### src/rtl/mtep_pkg.sv
`default_nettype none
// ----------------------------------------------------------------------------
// mtep_pkg
// Shared types and constants of the MIDI track event parser.
// ----------------------------------------------------------------------------
package mtep_pkg;

  localparam int unsigned VLQ_MAX_BYTES = 4;
  localparam int unsigned VCNT_W        = 3;

  localparam logic [7:0] STATUS_META   = 8'hFF;
  localparam logic [7:0] STATUS_SYSEX  = 8'hF0;
  localparam logic [7:0] STATUS_ESCAPE = 8'hF7;
  localparam logic [7:0] META_TEMPO    = 8'h51;
  localparam logic [3:0] HI_PROGRAM    = 4'hC;
  localparam logic [3:0] HI_PRESSURE   = 4'hD;
  localparam logic [3:0] HI_SYSTEM     = 4'hF;

  localparam logic EVT_CHANNEL = 1'b0;
  localparam logic EVT_TEMPO   = 1'b1;

  localparam int unsigned TDATA_W = 112;

  typedef struct packed {
    logic [7:0] data_byte;
    logic       track_last;
    logic       track_first;
  } mtep_byte_t;

  typedef struct packed {
    logic [27:0] delta_ticks;
    logic [31:0] event_tick;
    logic        event_type;
    logic [7:0]  status_byte;
    logic [6:0]  first_data;
    logic [6:0]  second_data;
    logic [23:0] tempo_value;
  } mtep_result_t;

endpackage
`default_nettype wire

### src/rtl/midi_track_event_parser_unit.sv
`default_nettype none
// ----------------------------------------------------------------------------
// midi_track_event_parser_unit
// Standard MIDI file track parser: bytes in, channel and tempo events out.
// ----------------------------------------------------------------------------
// Slave side takes one track byte per beat: s_tdata is the byte, s_tlast
// marks the last byte of the track, s_tuser[0] marks the first byte (clears
// running status, tick and parser state before the byte is parsed).
// Master side gives one beat per complete channel message or tempo change.
// Bytes go through an input register, the parser update, and a result
// register; the result of a completing byte is registered in the result
// register when the parser advances on it. Throughput is one byte per cycle
// unless a held result stalls it; bytes that complete no event give no beat.
// When m_tready is low the result holds; the input register still takes
// bytes that give no result, and s_tready drops once a byte with a result
// would overwrite the held beat.
// Reset (rst, synchronous) empties both registers and puts the parser in
// the delta-time state with running status and tick zero. No clearing pass.
// Bytes after track end are ignored until a byte marked first.
// ----------------------------------------------------------------------------
module midi_track_event_parser_unit import mtep_pkg::*; (
  input  wire logic               clk,
  input  wire logic               rst,
  input  wire logic               s_tvalid,
  output logic                    s_tready,
  input  wire logic [7:0]         s_tdata,   // data_byte
  input  wire logic               s_tlast,   // track_last
  input  wire logic [0:0]         s_tuser,   // track_first
  output logic                    m_tvalid,
  input  wire logic               m_tready,
  // delta_ticks, event_tick, status_byte, first_data, second_data,
  // tempo_value, zero pad
  output logic [TDATA_W-1:0]      m_tdata,
  output logic [0:0]              m_tuser    // event_type
);

  mtep_byte_t   in_reg;
  logic         in_valid;
  logic         advance;
  logic         emit;
  logic         out_free;
  mtep_result_t result;

  assign advance  = in_valid && (!emit || out_free);
  assign s_tready = !in_valid || advance;

  always_ff @(posedge clk) begin
    if (rst) begin
      in_valid <= 1'b0;
    end else if (s_tready) begin
      in_valid <= s_tvalid;
    end
  end

  always_ff @(posedge clk) begin
    if (s_tready && s_tvalid) begin
      in_reg <= '{data_byte: s_tdata, track_last: s_tlast, track_first: s_tuser[0]};
    end
  end

  mtep_parser u_parser (
    .clk     (clk),
    .rst     (rst),
    .advance (advance),
    .in_byte (in_reg),
    .emit    (emit),
    .result  (result)
  );

  mtep_out_reg u_out (
    .clk      (clk),
    .rst      (rst),
    .load     (advance && emit),
    .result   (result),
    .out_free (out_free),
    .m_tvalid (m_tvalid),
    .m_tready (m_tready),
    .m_tdata  (m_tdata),
    .m_tuser  (m_tuser)
  );

  // a held byte is never lost or altered while it waits
  assert property (@(posedge clk) disable iff (rst)
    in_valid && !advance |=> in_valid && $stable(in_reg))
    else $error("input register lost a waiting byte");

  // tempo beats carry status 0xFF and no data bytes
  assert property (@(posedge clk) disable iff (rst)
    m_tvalid && m_tuser[0] |-> m_tdata[67:60] == STATUS_META && m_tdata[81:68] == '0)
    else $error("malformed tempo result");

  // channel beats carry no tempo
  assert property (@(posedge clk) disable iff (rst)
    m_tvalid && !m_tuser[0] |-> m_tdata[105:82] == '0)
    else $error("channel result with tempo value");

  // a result is never overwritten before it is taken
  assert property (@(posedge clk) disable iff (rst)
    m_tvalid && !m_tready |=> m_tvalid && $stable(m_tdata))
    else $error("result overwritten while stalled");

endmodule
`default_nettype wire

### src/rtl/mtep_parser.sv
`default_nettype none
// ----------------------------------------------------------------------------
// mtep_parser
// Parser state and its one-byte update; flags a complete event.
// ----------------------------------------------------------------------------
module mtep_parser import mtep_pkg::*; (
  input  wire logic         clk,
  input  wire logic         rst,
  input  wire logic         advance,
  input  wire mtep_byte_t   in_byte,
  output logic              emit,
  output mtep_result_t      result
);

  typedef enum logic [3:0] {
    PH_DELTA, PH_STATUS, PH_DATA1, PH_DATA2, PH_MTYPE, PH_LEN, PH_TEMPO, PH_SKIP
  } phase_t;

  phase_t             phase, phase_next;
  logic [27:0]        delta_accum, delta_accum_next;
  logic [VCNT_W-1:0]  vcnt, vcnt_next;
  logic [7:0]         running_status, running_status_next;
  logic [7:0]         current_status, current_status_next;
  logic [6:0]         data_hold, data_hold_next;
  logic [23:0]        tempo_accum, tempo_accum_next;
  logic [7:0]         meta_type, meta_type_next;
  logic [27:0]        skip_remaining, skip_remaining_next;
  logic [31:0]        tick_total, tick_total_next;
  logic               track_done, track_done_next;

  logic [7:0]         b;
  logic [VCNT_W-1:0]  vcnt_inc;

  assign b = in_byte.data_byte;

  function automatic logic one_data(input logic [7:0] st);
    return (st[7:4] == HI_PROGRAM) || (st[7:4] == HI_PRESSURE);
  endfunction

  always_comb begin
    phase_next          = phase;
    delta_accum_next    = delta_accum;
    vcnt_next           = vcnt;
    running_status_next = running_status;
    current_status_next = current_status;
    data_hold_next      = data_hold;
    tempo_accum_next    = tempo_accum;
    meta_type_next      = meta_type;
    skip_remaining_next = skip_remaining;
    tick_total_next     = tick_total;
    track_done_next     = track_done;
    emit                = 1'b0;
    result              = '0;

    if (in_byte.track_first) begin
      phase_next          = PH_DELTA;
      delta_accum_next    = '0;
      vcnt_next           = '0;
      running_status_next = '0;
      current_status_next = '0;
      data_hold_next      = '0;
      tempo_accum_next    = '0;
      meta_type_next      = '0;
      skip_remaining_next = '0;
      tick_total_next     = '0;
      track_done_next     = 1'b0;
    end

    vcnt_inc = vcnt_next + VCNT_W'(1);

    if (!track_done_next) begin
      case (phase_next)
        PH_DELTA: begin
          if (vcnt_next == '0) begin
            delta_accum_next = {21'd0, b[6:0]};
          end else begin
            delta_accum_next = {delta_accum_next[20:0], b[6:0]};
          end
          vcnt_next = vcnt_inc;
          if (!b[7] || vcnt_inc >= VCNT_W'(VLQ_MAX_BYTES)) begin
            tick_total_next = tick_total_next + {4'd0, delta_accum_next};
            vcnt_next       = '0;
            phase_next      = PH_STATUS;
          end
        end
        PH_STATUS: begin
          if (!b[7]) begin
            current_status_next = running_status_next;
            data_hold_next      = b[6:0];
            if (one_data(running_status_next)) begin
              emit = 1'b1;
            end else begin
              phase_next = PH_DATA2;
            end
          end else if (b == STATUS_META) begin
            phase_next = PH_MTYPE;
          end else if (b inside {STATUS_SYSEX, STATUS_ESCAPE}) begin
            meta_type_next      = b;
            skip_remaining_next = '0;
            vcnt_next           = '0;
            phase_next          = PH_LEN;
          end else if (b[7:4] != HI_SYSTEM) begin
            running_status_next = b;
            current_status_next = b;
            phase_next          = PH_DATA1;
          end else begin
            // system common / realtime byte: ignored
            phase_next = PH_DELTA;
            vcnt_next  = '0;
          end
        end
        PH_DATA1: begin
          data_hold_next = b[6:0];
          if (one_data(current_status_next)) begin
            emit = 1'b1;
          end else begin
            phase_next = PH_DATA2;
          end
        end
        PH_DATA2: begin
          emit = 1'b1;
        end
        PH_MTYPE: begin
          meta_type_next      = b;
          skip_remaining_next = '0;
          vcnt_next           = '0;
          phase_next          = PH_LEN;
        end
        PH_LEN: begin
          skip_remaining_next = {skip_remaining_next[20:0], b[6:0]};
          vcnt_next           = vcnt_inc;
          if (!b[7] || vcnt_inc >= VCNT_W'(VLQ_MAX_BYTES)) begin
            vcnt_next = '0;
            if (meta_type_next == META_TEMPO && skip_remaining_next == 28'd3) begin
              tempo_accum_next = '0;
              phase_next       = PH_TEMPO;
            end else if (skip_remaining_next == '0) begin
              phase_next = PH_DELTA;
            end else begin
              phase_next = PH_SKIP;
            end
          end
        end
        PH_TEMPO: begin
          tempo_accum_next = {tempo_accum_next[15:0], b};
          vcnt_next        = vcnt_inc;
          if (vcnt_inc >= VCNT_W'(3)) begin
            emit = 1'b1;
          end
        end
        PH_SKIP: begin
          if (skip_remaining_next != '0) begin
            skip_remaining_next = skip_remaining_next - 28'd1;
          end
          if (skip_remaining_next == '0) begin
            phase_next = PH_DELTA;
            vcnt_next  = '0;
          end
        end
        default: begin
          phase_next = PH_DELTA;
          vcnt_next  = '0;
        end
      endcase

      if (emit) begin
        result.delta_ticks = delta_accum_next;
        result.event_tick  = tick_total_next;
        if (phase_next == PH_TEMPO) begin
          result.event_type  = EVT_TEMPO;
          result.status_byte = STATUS_META;
          result.tempo_value = tempo_accum_next;
        end else begin
          result.event_type  = EVT_CHANNEL;
          result.status_byte = current_status_next;
          result.first_data  = data_hold_next;
          if (phase_next == PH_DATA2) begin
            result.second_data = b[6:0];
          end
        end
        phase_next = PH_DELTA;
        vcnt_next  = '0;
      end

      if (in_byte.track_last) begin
        // cut-off event is dropped; keep running status and tick
        track_done_next     = 1'b1;
        phase_next          = PH_DELTA;
        delta_accum_next    = '0;
        vcnt_next           = '0;
        current_status_next = '0;
        data_hold_next      = '0;
        tempo_accum_next    = '0;
        meta_type_next      = '0;
        skip_remaining_next = '0;
      end
    end
  end

  always_ff @(posedge clk) begin
    if (rst) begin
      phase          <= PH_DELTA;
      delta_accum    <= '0;
      vcnt           <= '0;
      running_status <= '0;
      current_status <= '0;
      data_hold      <= '0;
      tempo_accum    <= '0;
      meta_type      <= '0;
      skip_remaining <= '0;
      tick_total     <= '0;
      track_done     <= 1'b0;
    end else if (advance) begin
      phase          <= phase_next;
      delta_accum    <= delta_accum_next;
      vcnt           <= vcnt_next;
      running_status <= running_status_next;
      current_status <= current_status_next;
      data_hold      <= data_hold_next;
      tempo_accum    <= tempo_accum_next;
      meta_type      <= meta_type_next;
      skip_remaining <= skip_remaining_next;
      tick_total     <= tick_total_next;
      track_done     <= track_done_next;
    end
  end

endmodule
`default_nettype wire

### src/rtl/mtep_out_reg.sv
`default_nettype none
// ----------------------------------------------------------------------------
// mtep_out_reg
// Result register driving the master stream side.
// ----------------------------------------------------------------------------
module mtep_out_reg import mtep_pkg::*; (
  input  wire logic               clk,
  input  wire logic               rst,
  input  wire logic               load,
  input  wire mtep_result_t       result,
  output logic                    out_free,
  output logic                    m_tvalid,
  input  wire logic               m_tready,
  output logic [TDATA_W-1:0]      m_tdata,
  output logic [0:0]              m_tuser
);

  mtep_result_t held;

  assign out_free = !m_tvalid || m_tready;

  always_ff @(posedge clk) begin
    if (rst) begin
      m_tvalid <= 1'b0;
    end else if (load) begin
      m_tvalid <= 1'b1;
    end else if (m_tready) begin
      m_tvalid <= 1'b0;
    end
  end

  always_ff @(posedge clk) begin
    if (load) begin
      held <= result;
    end
  end

  assign m_tdata = {6'd0, held.tempo_value, held.second_data, held.first_data,
                    held.status_byte, held.event_tick, held.delta_ticks};
  assign m_tuser = held.event_type;

endmodule
`default_nettype wire

### config.mk
export PLATFORM = sky130hd
export DESIGN_NAME = midi_track_event_parser_unit
export DESIGN_NICKNAME = d
export VERILOG_FILES = /design/src/rtl/mtep_pkg.sv /design/src/rtl/midi_track_event_parser_unit.sv /design/src/rtl/mtep_parser.sv /design/src/rtl/mtep_out_reg.sv
export SDC_FILE = /design/constraint.sdc
export NUM_CORES = 1
export LEC_CHECK = 0
export BUFFER_PORTS_ARGS = -buffer_cell sky130_fd_sc_hd__buf_2
export CAP_MARGIN = 20
export CORE_UTILIZATION = 60
export CTS_BUF_LIST = sky130_fd_sc_hd__clkbuf_4 sky130_fd_sc_hd__clkbuf_8
export DETAILED_ROUTE_END_ITERATION = 16
export GPL_TIMING_DRIVEN = 0
export PLACE_DENSITY = 0.8
export SLEW_MARGIN = 20
export SYNTH_ARGS = -nofsm -noshare
export SYNTH_HDL_FRONTEND = slang
export SYNTH_SLANG_ARGS = --single-unit
export TNS_END_PERCENT = 30
### constraint.sdc
create_clock -name clk -period 9.3 [get_ports clk]
set_clock_uncertainty 0.1 [all_clocks]
set_input_delay 1.86 -clock clk [delete_from_list [all_inputs] [get_ports clk]]
set_output_delay 1.86 -clock clk [all_outputs]
set_load 0.01 [all_outputs]
======== Word-level counts from Yosys, hierarchy flattened ========
Cells that the tools add are included.
cells by class
  multiplexer cells ....................... 95
  add/sub/neg operators ................... 3
  equality and inequality tests ........... 19
  bitwise operators ....................... 3
  order comparisons ....................... 2
  reduce and logical (&&, ||, !) cells .... 28
operators with widths
  operator                                              number
  two-way mux 28 bit                                    16
  two-way mux 8 bit                                     21
  two-way mux 32 bit                                    4
  two-way mux 24 bit                                    5
  case mux 28 bit (4 select lines)                      1
  zero test 28 bit                                      2
  two-way mux 4 bit                                     14
  case mux 24 bit (2 select lines)                      1
  two-way mux 3 bit                                     11
  adder 32 x 28 -> 32 bit                               1
  equality test 28 x 2 -> 1 bit, second input constant  1
  two-way mux 7 bit                                     4
  case mux 4 bit (7 select lines)                       1
  nonzero test 28 bit                                   1
  subtractor 28 x 1 -> 28 bit, second input constant    1
  equality test 8 bit, second input constant            3
  equality test 4 x 3 -> 1 bit, second input constant   5
  equality test 4 bit, second input constant            4
  case mux 8 bit (2 select lines)                       1
  case mux 3 bit (5 select lines)                       1
  case mux 7 bit (2 select lines)                       1
  equality test 4 x 2 -> 1 bit, second input constant   3
  two-way mux 1 bit                                     11
  two-way mux 9 bit                                     1
  other kinds (18)                                      36
word-level totals
  input port bits ......................... 14
  output and inout bits ................... 115
  register bits after elaboration ......... 270
  word-level logic and storage cells ...... 173

======== Logic depth before layout (Yosys ltp) ========
  depth after elaboration ................. 13
  mapped depth ............................ 22
  mapped depth without buffers ............ 16

======== Hierarchy ========
A second synthesis with hierarchy kept.
second synthesis, totals
  cells, all modules ...................... 1633
  area, all modules ....................... 14418.8 um^2
modules (own cells, without submodules)
  module                        area an instance (um^2)  seq. area each (um^2)  cells an instance  times used
  mtep_parser                   10730.3                  2862.7                 1497               1
  mtep_out_reg                  3308.2                   3233.1                 118                1
  midi_track_event_parser_unit  380.4                    320.3                  18                 1

======== Worst setup path before layout ========
OpenSTA, ideal clock, no wires.
  path kind ............................... register to register
  start point ............................. register in_reg[0] in the netlist's numbering
  end point ............................... register u_out.held (netlist bit u_out.m_tdata[0]) (enable)
  data arrival time ....................... 7.850 ns
  stages on the path, launching flop included .. 16
  clock period less this slack ............ 8.524 ns
  buffers on the path ..................... 6
  setup time .............................. 0.574 ns
  setup slack ............................. 0.776 ns
  required time ........................... 8.626 ns
  cell sequence ........................... edfxtp_1 -> clkbuf_1 -> clkinv_1 -> clkbuf_1 -> clkbuf_1 -> clkbuf_1 -> buf_1 -> nand2_1 -> ha_1 -> a21oi_1 -> o2111ai_1 -> a32oi_1 -> nand2b_1 -> clkbuf_1 -> o21ai_1 -> nor2_1
between the ends
  longest elaborated chain between the ends .. 12
  elaborated cells on any way between the ends .. 28
  classes of those cells .................. add/sub: 1; order compare: 1; eq/ne: 8; mux: 12; reduce/logical: 6
RTL lines
  item                                                                          RTL line                            RTL
  from (decl)                                                                   midi_track_event_parser_unit.sv:37  mtep_byte_t in_reg;
  from (signal assigned)                                                        midi_track_event_parser_unit.sv:57  in_reg <= '{data_byte: s_tdata, track_last: s_tlast, track_first: s_tuser[0]};
  parallel branches: the longest is 7 deep, another holds adder 3 x 1 -> 3 bit  -
  two-way mux 1 bit *                                                           mtep_parser.sv:71                   if (!track_done_next) begin
  zero test 1 bit                                                               midi_track_event_parser_unit.sv:44  assign advance = in_valid && (!emit || out_free);
  logical OR 1 bit                                                              midi_track_event_parser_unit.sv:44
  logical AND 1 bit                                                             midi_track_event_parser_unit.sv:44
  logical AND 1 bit *                                                           midi_track_event_parser_unit.sv:73  .load (advance && emit),
  named net u_out.load                                                          mtep_out_reg.sv:9                   input wire logic load,
  to (signal assigned)                                                          mtep_out_reg.sv:34                  held <= result;
  to (decl)                                                                     mtep_out_reg.sv:18                  mtep_result_t held;
Mark *: on every way through the listed nets, which the timed path passes. The select of a mux whose other input is x is not followed.
A chain may end at the register's enable or synchronous reset.

======== Worst setup path in the final report ========
  start point ............................. register in_reg[0] in the netlist's numbering
  end point ............................... output s_tready
between the ends
  longest elaborated chain between the ends .. 12
  elaborated cells on any way between the ends .. 28
  classes of those cells .................. add/sub: 1; order compare: 1; eq/ne: 8; mux: 12; reduce/logical: 6
RTL lines
  item                                                                          RTL line                            RTL
  parallel branches: the longest is 7 deep, another holds adder 3 x 1 -> 3 bit  -
  two-way mux 1 bit *                                                           mtep_parser.sv:71
  zero test 1 bit *                                                             midi_track_event_parser_unit.sv:44
  logical OR 1 bit *                                                            midi_track_event_parser_unit.sv:44
  logical AND 1 bit *                                                           midi_track_event_parser_unit.sv:44
  logical OR 1 bit *                                                            midi_track_event_parser_unit.sv:45  assign s_tready = !in_valid || advance;
  to (decl)                                                                     midi_track_event_parser_unit.sv:25  output logic s_tready,
Mark *: on every way between the ends. The select of a mux whose other input is x is not followed.

==> impl_metrics.json <==
{
  "syn-cell-area_um2": 13930,
  "post-synth-top-area-cell": "edfxtp_1",
  "synthFlopType": "dfxtp_1",
  "r2r-end": "u_out.m_tdata[72]",
  "cp.arrival_ps": 6310,
  "routed_via_density": 6.518,
  "grt_remaining_overflow": 0,
  "hold_class": "flop to flop",
  "start_kind": "flop",
  "synth-xor-area-share": 0.02200,
  "mostFrequentLayoutCells": "237 x nor2_1, 161 x a21oi_1, 145 x dfxtp_1",
  "worst_pin_slew_ps": 1060,
  "switching_power_uw": 613.3,
  "p_comb_frac": 0.079,
  "n_antenna_cell": 0,
  "firstDrtPassIters": 6,
  "vias": 13680,
  "hold_depth": 1,
  "timing.final.crit_share": 0.8892,
  "numCtsBuffers": 42,
  "antenna_found_initial": 0,
  "htree_levels": 2,
  "synthArstFlopShare": 0,
  "grt_usage": 0.3860,
  "die_h_um": 154.4,
  "peakVddDrop_v": 0.0001190,
  "synthAdderAreaFrac": 0.03017,
  "slew_headroom": 0.2877,
  "hold_viol": 0,
  "cts-resized-gates": 0,
  "grt_pass1_vias": 12390,
  "final_common_cell": "nor2_1",
  "seq_area_frac_synth": 0.4605,
  "drc": 0,
  "synth_seq_cells": 262,
  "final_util": 0.6972,
  "routedWlPerCell_um": 22.18,
  "path_clk_slew_ps": 60,
  "largest_reg_flops": 106,
  "ff2ff_path_depth": 17,
  "synth_top_family_by_area": "simple AND/OR/NAND/NOR gates",
  "gp_congestion": 1.032,
  "min_period_ps": 8270,
  "cts_tree": "yes",
  "switching_share": 0.2572,
  "io_buffers": 122,
  "synth_mux_area_frac": 0.008800,
  "setup_viol": 0,
  "leakagePower_uw": 0.005712,
  "final_antenna_net_count": 0,
  "core_area_um2": 22710,
  "postPlaceCellArea_um2": 15000,
  "yosys.area_share.simple": 0.2258,
  "outcome": "finished, final reports clean",
  "root_buffer": "clkbuf_8",
  "min_to": "u_parser.tempo_accum[10]",
  "drive_gt1_frac": 0.1185,
  "drtIter0Drc": 1723,
  "r2r_slack_ps": 1370,
  "crit_type": "flop to primary output",
  "holdBufCountCts": 0,
  "syn_to_final_growth_pct": 13.64,
  "cp_data_required_time_ps": 7340,
  "rr_startpoint": "in_reg[0]",
  "power_density_nw_per_um2": 150.6,
  "die_w_um": 154.4,
  "placed_cells": 2023,
  "ios": 129,
  "rows": 55,
  "cts.path.max_buffers": 3,
  "yosys-top-cells-area": "edfxtp_1 25%, dfxtp_1 21%, nor2_1 6.4%, a21oi_1 5.8%, a22oi_1 3.7%",
  "synth_edf_count": 117,
  "end_kind": "primary output",
  "die_area_um2": 23840,
  "routed_wirelength_um": 46550,
  "p_clk_frac": 0.412,
  "synth_top_area_share": 0.2522,
  "rsz0062_at_grt": "false",
  "synth_compound_area_frac": 0.2075,
  "clkLatencyLatePin_ps": 570,
  "maxSlewViolCount": 0,
  "detailed_place_hpwl_um": 33310,
  "netlist_instances": 1608,
  "nNetsFinal": 1829,
  "synth_cell_type_count": 76,
  "clock_sinks": 262,
  "syn_avg_cell_area_um2": 8.665,
  "grt_pass1_wl_um": 70510,
  "initial_utilization": 0.6136,
  "max_freq_mhz": 120.9,
  "post-cts-setup-buffer-count": 0,
  "drv_cap": 0,
  "final_cell_count_no_fill": 2099,
  "pwr-share-seq": 0.509,
  "yosys_warnings": 0,
  "p_int_uw": 1772,
  "final_area_um2": 15830,
  "path_max_fanout": 10,
  "grt_max_degree": 33,
  "hp-start": "u_parser.tempo_accum[10]"
}
-- cells in the mapped netlist, types with 10 or more instances --
master and instances:
nor2_1 238, a21oi_1 161, dfxtp_1 145, edfxtp_1 117, clkbuf_1 108, nand2_1 106, nor3_1 69, a22oi_1 68
o21ai_0 68, and2_1 52, nor2b_1 44, nand3_1 37, and3_1 36, ha_1 32, inv_1 24, xnor2_1 24
a22o_1 20, a31oi_1 16, buf_1 15, nor4_1 14, or3_1 13, a211oi_1 12, a21o_1 12, o22ai_1 12
o21a_1 11, xor2_1 11, mux2i_1 10
-- worst max-delay path by stage --
stage                     startpoint           endpoint  slack (ps)  cells after the start
after floorplan            in_reg[0]   u_out.m_tdata[0]         780                     15
after global placement     in_reg[0]  u_out.m_tdata[74]       -3310                     15
after detailed placement   in_reg[0]  u_out.m_tdata[69]        1730                     17
after CTS                  in_reg[0]           s_tready        1400                     15
after global routing       in_reg[0]           s_tready        1010                     16
final                      in_reg[0]           s_tready        1030                     15
-- power by group through the flow --
| stage | sequential, µW | combinational, µW | clock [µW] |
|---|---|---|---|
| 6_report | 1210 | 188 | 983 |
| 5_1_grt | 1210 | 195 | 1040 |
| 4_1_cts | 1210 | 179 | 991 |
| 3_5_place_dp | 1240 | 178 | 0 |
| 3_3_place_gp | 1240 | 177 | 0 |
| 2_1_floorplan | 1230 | 110 | 0 |
-- per-stage QoR --
stage | TNS, ps | total power (µW) | setup WS (ps) | hold WS [ps]
finish | 0 | 2385 | 1030 | 374.2
global route | 0 | 2447 | 1014 | 382.1
CTS | 0 | 2383 | 1405 | 370.3
detailed placement | 0 | 1417 | 1727 | 349.0
global placement | -353560 | 1415 | -3312 | 348.5
floorplan | 0 | 1344 | 775.5 | 333.9
-- logic make-up after synthesis --
kind of cell,count (synthesis)
adder cells (fa/ha/maj),33
AND/OR/NAND/NOR,653
flip-flops,262
XOR/XNOR,35
multiplexers,12
buffers and inverters,158
AO/OA/AOI/OAI,454
other,1
-- per-layer routing --
metal  share of wire  routed length (µm)  GRT usage
met1            0.41               19170     0.5526
met2            0.41               19170     0.5632
met3            0.13                6139    0.07985
met4           0.045                2078     0.1707
met5               0                   0          0
-- critical path, cell delays in order (launching register included) --
cell       delay, ps
edfxtp_1         500
clkbuf_1         350
clkinv_1         360
clkbuf_1         670
clkbuf_1         410
clkbuf_1         730
buf_1            610
nand2_1          190
ha_1             360
o21ai_0           80
o2111ai_1        130
a32oi_1          220
nor2_1           530
nand2_1          150
or2_2            320
buf_2            150
-- layout make-up --
type | instances | area, µm²
Buffer | 132 | 528.0
Clock buffer | 59 | 755.7
Clock inverter | 17 | 78.83
Fill cell | 1822 | 6875
Inverter | 26 | 97.59
Multi-Input combinational cell | 1193 | 6923
Sequential cell | 262 | 6416
Tap cell | 285 | 356.6
Timing Repair Buffer | 125 | 678.2
Power figures use the tool's default switching activity.
